==> src/rtl/mvt_pkg.sv <==
package mvt_pkg;

    // Matrix geometry and fixed-point format.
    localparam int MAX_ORDER = 4;
    localparam int FRAC_BITS = 16;
    localparam int NUM_COMP  = 4;
    localparam int DATA_W    = 32;
    localparam int ORDER_W   = 3;
    localparam int IDX_W     = 2;
    localparam int PROD_W    = 2 * DATA_W;
    localparam int SUM_W     = PROD_W + $clog2(MAX_ORDER);

    // Request codes carried in req_type.
    localparam logic REQ_WRITE     = 1'b0;
    localparam logic REQ_TRANSFORM = 1'b1;

    // Matrix order after reset.
    localparam logic [ORDER_W-1:0] RESET_ORDER = ORDER_W'(4);

    typedef logic signed [DATA_W-1:0] word_t;
    typedef logic signed [PROD_W-1:0] prod_t;

    // One input beat.
    typedef struct packed {
        logic                     req_type;
        logic [IDX_W-1:0]         entry_row;
        logic [IDX_W-1:0]         entry_col;
        logic signed [DATA_W-1:0] entry_value;
        logic signed [DATA_W-1:0] tuple_x;
        logic signed [DATA_W-1:0] tuple_y;
        logic signed [DATA_W-1:0] tuple_z;
        logic signed [DATA_W-1:0] tuple_w;
    } in_t;

    // One result beat.
    typedef struct packed {
        logic signed [DATA_W-1:0] out_x;
        logic signed [DATA_W-1:0] out_y;
        logic signed [DATA_W-1:0] out_z;
        logic signed [DATA_W-1:0] out_w;
        logic                     saturated;
    } out_t;

endpackage

==> src/rtl/mvt_row_sum.sv <==
module mvt_row_sum (
    input  mvt_pkg::prod_t prod [mvt_pkg::MAX_ORDER],
    output mvt_pkg::word_t value,
    output logic           sat
);
    import mvt_pkg::*;

    localparam int SH_W = SUM_W - FRAC_BITS;

    logic signed [SUM_W-1:0] acc;
    logic signed [SH_W-1:0]  shifted;
    logic                    all_ones;
    logic                    all_zeros;

    // Exact sum of the products of one row.
    always_comb
    begin
        acc = '0;
        for (int j = 0; j < MAX_ORDER; j++)
        begin
            acc = acc + SUM_W'(prod[j]);
        end
    end

    // Floor shift back to Q16.16: dropping the low bits of a two's
    // complement value rounds toward minus infinity.
    assign shifted = acc[SUM_W-1:FRAC_BITS];

    // The value fits when every bit above the result sign matches it.
    assign all_ones  = &shifted[SH_W-1:DATA_W-1];
    assign all_zeros = ~|shifted[SH_W-1:DATA_W-1];

    always_comb
    begin
        sat = !(all_ones || all_zeros);
        if (all_ones || all_zeros)
        begin
            value = shifted[DATA_W-1:0];
        end
        else if (shifted[SH_W-1])
        begin
            value = {1'b1, {(DATA_W-1){1'b0}}};
        end
        else
        begin
            value = {1'b0, {(DATA_W-1){1'b1}}};
        end
    end

endmodule

==> config.mk <==
export PLATFORM = sky130hd
export DESIGN_NAME = mvt_row_sum
export DESIGN_NICKNAME = d
export VERILOG_FILES = /design/src/rtl/mvt_pkg.sv /design/src/rtl/mvt_row_sum.sv
export SDC_FILE = /design/constraint.sdc
export NUM_CORES = 1
export LEC_CHECK = 0
export CORE_UTILIZATION = 57
export DETAILED_ROUTE_END_ITERATION = 16
export DONT_BUFFER_PORTS = 1
export PLACE_DENSITY = 0.84
export RECOVER_POWER = 25
export SLEW_MARGIN = 10
export SYNTH_ARGS = -nofsm -noshare
export SYNTH_HDL_FRONTEND = slang
export SYNTH_SLANG_ARGS = --single-unit
==> constraint.sdc <==
create_clock -name vclk -period 11.6
set_input_delay 2.32 -clock vclk [all_inputs]
set_output_delay 2.32 -clock vclk [all_outputs]
set_load 0.01 [all_outputs]
==> results of run 1 <==
==> worst min-delay path, delay by kind of cell <==
kind                     cells  cell delay, ns
XOR/XNOR                     2            0.25
buffers and inverters        1            0.17
adder cells (fa/ha/maj)      1            0.17
==> through the flow <==
stage	cell area (um^2)	utilization	setup WS, ns
6_report	9294	0.5851	0.9790
5_1_grt	9294	0.5851	0.6914
4_1_cts	9331	0.5874	1.101
3_5_place_dp	9331	0.5874	1.104
3_3_place_gp	9331	0.5874	1.130
2_1_floorplan	9261	-	2.536
==> power breakdown <==
group / internal, mW / switching [mW]
logic: 0.585 / 1.18
registers: 0 / 0
clock network: 0 / 0
total: 0.585 / 1.18
==> kinds of logic after synthesis <==
kind of cell,after synthesis
buffers and inverters,399
and+or+nand+nor,345
AOI/OAI and AO/OA,315
adders and majority gates,191
xor gates and xnor gates,40
muxes,4
==> synth_stat cells (all sizes together), types with 3 or more instances <==
master,n
o21bai,4
nand3b,5
fa,128
nor2b,3
buf,24
a21o,15
clkbuf,29
o21a,18
and3,16
o21ai,70
and4,8
a22oi,5
nand3,18
ha,63
or4,3
or3,6
a311oi,3
a21oi,88
xnor2,21
o31ai,9
a211oi,9
a211o,3
o22ai,5
a221oi,5
o2111ai,4
xor2,19
a21boi,6
a31oi,5
or2,6
nor2,89
a2111oi,4
o311ai,32
nor4,11
o211ai,8
and2,6
inv,346
nand4,32
nand2,113
nor3,21
==> routing by layer <==
| metal | track usage | part of all wire |
|---|---|---|
| met2 | 0.5297 | 0.48 |
| met5 | 0 | 0 |
| met1 | 0.3908 | 0.41 |
| met4 | 0.05267 | 0.019 |
| met3 | 0.04005 | 0.094 |
==> how the worst max path moves through the flow <==
stage,startpoint,endpoint,slack (ns)
after CTS,prod[9],value[1],1.10
after global placement,prod[9],value[1],1.13
after detailed placement,prod[9],value[1],1.10
after global routing,prod[8],value[18],0.69
after floorplan,prod[4],value[12],2.54
final,prod[9],value[25],0.98
==> cell type report <==
type | instances | area (um^2) | share of cell area
Tap cell | 216 | 270.3 | 0.02908
Inverter | 346 | 1299 | 0.1397
Timing Repair Buffer | 5 | 37.54 | 0.004039
Multi-Input combinational cell | 895 | 7687 | 0.8271
==> metrics.cfg, run 1 <==
[status]
outcome = complete, no violations

[cts]
postCtsSetupBuffers = 0
cts_hold_repair.buffers = 0
cts.repair.resized = 0

[synthesis]
synthCells = 1294
syn-num-nets = 1741
avgSynthCellArea_um2 = 7.157
synth-warning-count = 0
synth_compound_gate_area_share = 0.2437
synth_top_area_cell = fa_1
synth_seq_area_share = 0
synth.area.mux_share = 0.004593
synth_top_family_by_area = adder cells
synth-xor-area-share = 0.03783
synth_top_area_share = 0.2767
synth_fa_ha_area_frac = 0.3618
synth.area.top_cells = fa_1 28%, inv_1 14%, ha_1 8.5%
ys_types = 80
synth_area_um2 = 9261
synthSimpleGateAreaFrac = 0.1845

[finish]
n_clock_buffer = 0
drive_above_1_share = 0.03692
seq_cells = 0
regArea_um2 = 0
area_growth_pct = 0.3512
finalNonFillerCells = 1462
finalNetCount = 1695
n_fill_cell = 1499
mostFrequentLayoutCells = 346 x inv_1, 128 x fa_1, 111 x nand2_1
final_common_cell = inv_1
diodes = 0

[hold_path]
worstHoldStart = prod[255]
min_path_cells = 4
hold_end = value[31]
holdCritPathClass = in2out

[detailed_routing]
num_vias = 8939
ant_nets = 0
drc_errors = 0
drt-pass1-iter-count = 6
wl_per_cell_um = 17.60
postRouteWirelength_um = 25730
drtIter0Drc = 640
via_per_inst = 6.114

[power_and_ir_drop]
p_leak_nw = 4.629
peakVddDrop_mv = 0.08684
finalPower_mw = 1.762
power_per_cell_area_nw_per_um2 = 189.6

[floorplanning]
rows = 46
start_util = 0.5830
die_w_um = 129.5
dieArea_um2 = 16760
core_area_um2 = 15890
num_io_pins = 289
fp.dieH_um = 129.5

[critical_path]
crit_fanout = 32
crit_top_cell = o21ai_0
slowest_stage = o311ai_0
cp.required_ns = 9.28
cpPeakStageDelay_ns = 0.94
worstSetupEndpointType = output port
path_cells = inv_1 > fa_1 > inv_1 > fa_1 > ha_1 > o21ai_0 > o21ai_0 > nor4_1 > o2111ai_1 > nand3_1 > a2111oi_0 > o21ai_0 > a2111o_1 > nor4_4 > nand2_2 > o311ai_0
startpoint_type = primary input
path_buf_inv = 2
critPathTopFamily = compound AO/OA/AOI/OAI gates
arrival_ns = 8.30
cp_num_cells = 16
crit_type = in2out

[placement]
dp_cells = 1462
dp_hpwl_um = 22520
gp_congestion = 0.9728
io_buffers = 0

[sta]
hold_viol_final = 0
fin_crit_ns = 10.62
max_slew_margin = 0.3722
worst_pin_slew_ns = 0.9296
setup_viol = 0
final.period_utilization = 0.9156
fmax_mhz = 94.15
rsz0062_at_grt = false
drv_slew = 0
holdWs_ns = 5.231
setup_tns_ns = 0

[grt]
overflow = 0
grt.total_usage = 0.2986
grt_max_degree = 33
antenna_found_initial = 0
grt_pass1_vias = 8232
grt_pass1_wl_um = 40140

[run]
cap_viol_max_count = 0

No activity file was read; power rests on OpenSTA's default activity.
==> run 2: changes to the inputs <==
--- a/config.mk
+++ b/config.mk
@@ -5,10 +5,11 @@
 export SDC_FILE = /design/constraint.sdc
 export NUM_CORES = 1
 export LEC_CHECK = 0
+export CAP_MARGIN = 20
 export CORE_UTILIZATION = 57
 export DETAILED_ROUTE_END_ITERATION = 16
 export DONT_BUFFER_PORTS = 1
-export PLACE_DENSITY = 0.84
+export PLACE_DENSITY = 0.87
 export RECOVER_POWER = 25
 export SLEW_MARGIN = 10
 export SYNTH_ARGS = -nofsm -noshare
==> constraint.sdc (replaced) <==
create_clock -name vclk -period 8.7
set_input_delay 1.74 -clock vclk [all_inputs]
set_output_delay 1.74 -clock vclk [all_outputs]
set_load 0.01 [all_outputs]
==> metrics.cfg, run 2 (synthesis results as in run 1) <==
[finish]
n_clock_buffer = 0  ; unchanged
finalNonFillerCells = 1504  ; +2.9%
drive_above_1_share = 0.07531  ; +0.03839
regArea_um2 = 0  ; unchanged
seq_cells = 0  ; unchanged
mostFrequentLayoutCells = 346 x inv_1, 128 x fa_1, 111 x nand2_1
finalNetCount = 1737  ; +2.5%
final_common_cell = inv_1
multi_input_area_um2 = 7770  ; +1.1%
stdcell_area_um2 = 9726  ; +4.6%
area_growth_pct = 5.012
diodes = 0  ; unchanged
n_fill_cell = 1484  ; -1.0%

[status]
outcome = complete, no violations

[critical_path]
cpPeakStageDelay_ns = 0.49  ; -0.45 ns
worstSetupEndpointType = output port
crit_fanout = 32  ; unchanged
arrival_ns = 6.75  ; -1.55 ns
startpoint_type = primary input
crit_type = in2out
path_cells = inv_1 > fa_1 > fa_1 > inv_1 > ha_1 > nand4_1 > nor3_1 > nand4b_1 > o21ai_4 > nor3_1 > a221oi_1 > nand4b_1 > or4_1 > nor4_4 > buf_12 > nand2_1 > o311ai_1 > buf_4
slowest_stage = fa_1
cp.required_ns = 6.96  ; -2.32 ns

[grt]
grt_max_degree = 33  ; unchanged
overflow = 0  ; unchanged
grt_pass1_vias = 8530  ; +3.6%
grt.total_usage = 0.3037  ; +0.005060
grt_pass1_wl_um = 40610  ; +1.2%
antenna_found_initial = 0  ; unchanged

[detailed_routing]
drtIter0Drc = 633  ; -1.1%
wl_met2_um = 12640  ; +3.2%
postRouteWirelength_um = 26220  ; +1.9%
wl_per_cell_um = 17.43  ; -0.95%
dr_wl_met3_um = 2237  ; -7.9%
ant_nets = 0  ; unchanged
top_layer = met4
via_per_inst = 5.999  ; -1.9%
met1_length_um = 10920  ; +3.2%
num_vias = 9022  ; +0.93%
drt-pass1-iter-count = 5  ; -1
drc_errors = 0  ; unchanged

[sta]
setup_viol = 0  ; unchanged
fin_crit_ns = 8.488
final.period_utilization = 0.9757
worst_pin_slew_ns = 0.8080  ; -0.1216 ns
drv_slew = 0  ; unchanged
rsz0062_at_grt = false
max_slew_margin = 0.4556  ; +0.08347
hold_viol_final = 0  ; unchanged
fmax_mhz = 117.8

[floorplanning]
rows = 46  ; unchanged
fp.dieH_um = 129.5  ; unchanged
core_area_um2 = 15890  ; unchanged
die_w_um = 129.5  ; unchanged
num_io_pins = 289  ; unchanged
dieArea_um2 = 16760  ; unchanged
start_util = 0.5830  ; unchanged

[placement]
place_area_um2 = 9684  ; +3.8%
dp_cells = 1504  ; +2.9%
io_buffers = 0  ; unchanged
dp_hpwl_um = 23120  ; +2.7%
gp_congestion = 1.023  ; +5.2%

[power_and_ir_drop]
switching_share = 0.6317  ; -0.03611
switching_power_mw = 1.607  ; +37%
p_int_uw = 937.1  ; +60%
power_per_cell_area_nw_per_um2 = 261.6  ; +38%
pwr-share-seq = 0  ; unchanged
finalPower_mw = 2.544  ; +44%
p_clk_frac = 0  ; unchanged
p_leak_nw = 4.851  ; +4.8%
peakVddDrop_mv = 0.1437  ; +66%
combinationalPowerShare = 1.000  ; about the same

[cts]
cts_hold_repair.buffers = 0  ; unchanged
postCtsSetupBuffers = 0  ; unchanged

[run]
cap_viol_max_count = 0  ; unchanged

[hold_path]
holdCritPathClass = in2out

run 2: worst max-delay path: cells and delay by family:
family	cells	cell delay, ns
and+or+nand+nor	8	2.19
buffers and inverters	4	0.50
AOI/OAI and AO/OA	3	0.84
adders and majority gates	3	1.45
run 2: what timing repair did:
item | CTS | global route
gates resized for setup | 2 | 10
endpoints found under the setup margin | 31 | 31
pin swaps | 0 | 0
run 2: cell type report:
class | count | area share
Multi-Input combinational cell | 895 | 0.7989
Inverter | 346 | 0.1335
Timing Repair Buffer | 47 | 0.03975
Tap cell | 216 | 0.02779
run 2: power by group through the flow:
stage	Clock [mW]	Sequential [mW]	Combinational [mW]
5_1_grt	0	0	2.77
3_5_place_dp	0	0	2.49
3_3_place_gp	0	0	2.47
6_report	0	0	2.54
2_1_floorplan	0	0	1.81
4_1_cts	0	0	2.51
run 2: path summary, 6_finish.rpt:
path / start / end / slack, ns / cells after the start
worst max-delay path: prod[32] / value[14] / 0.21 / 18
worst min-delay path: prod[255] / value[31] / 4.08 / 4
run 2: through the flow:
step | setup slack [ns] | TNS, ns | hold WS (ns) | utilization
after floorplan | 0.7962 | 0 | 3.949 | -
after global placement | -0.2289 | -5.211 | 4.054 | 0.6096
after CTS | 0.1230 | 0 | 4.083 | 0.6100
after global routing | 0.01214 | 0 | 4.119 | 0.6122
after detailed placement | -0.2558 | -4.120 | 4.076 | 0.6096
final | 0.2118 | 0 | 4.075 | 0.6122
run 2: metal layers:
metal	global-route usage	vias to the layer above
met1	0.3941	4275
li1	-	4250
met5	0	-
met2	0.5436	463
met3	0.03757	34
met4	0.05609	0
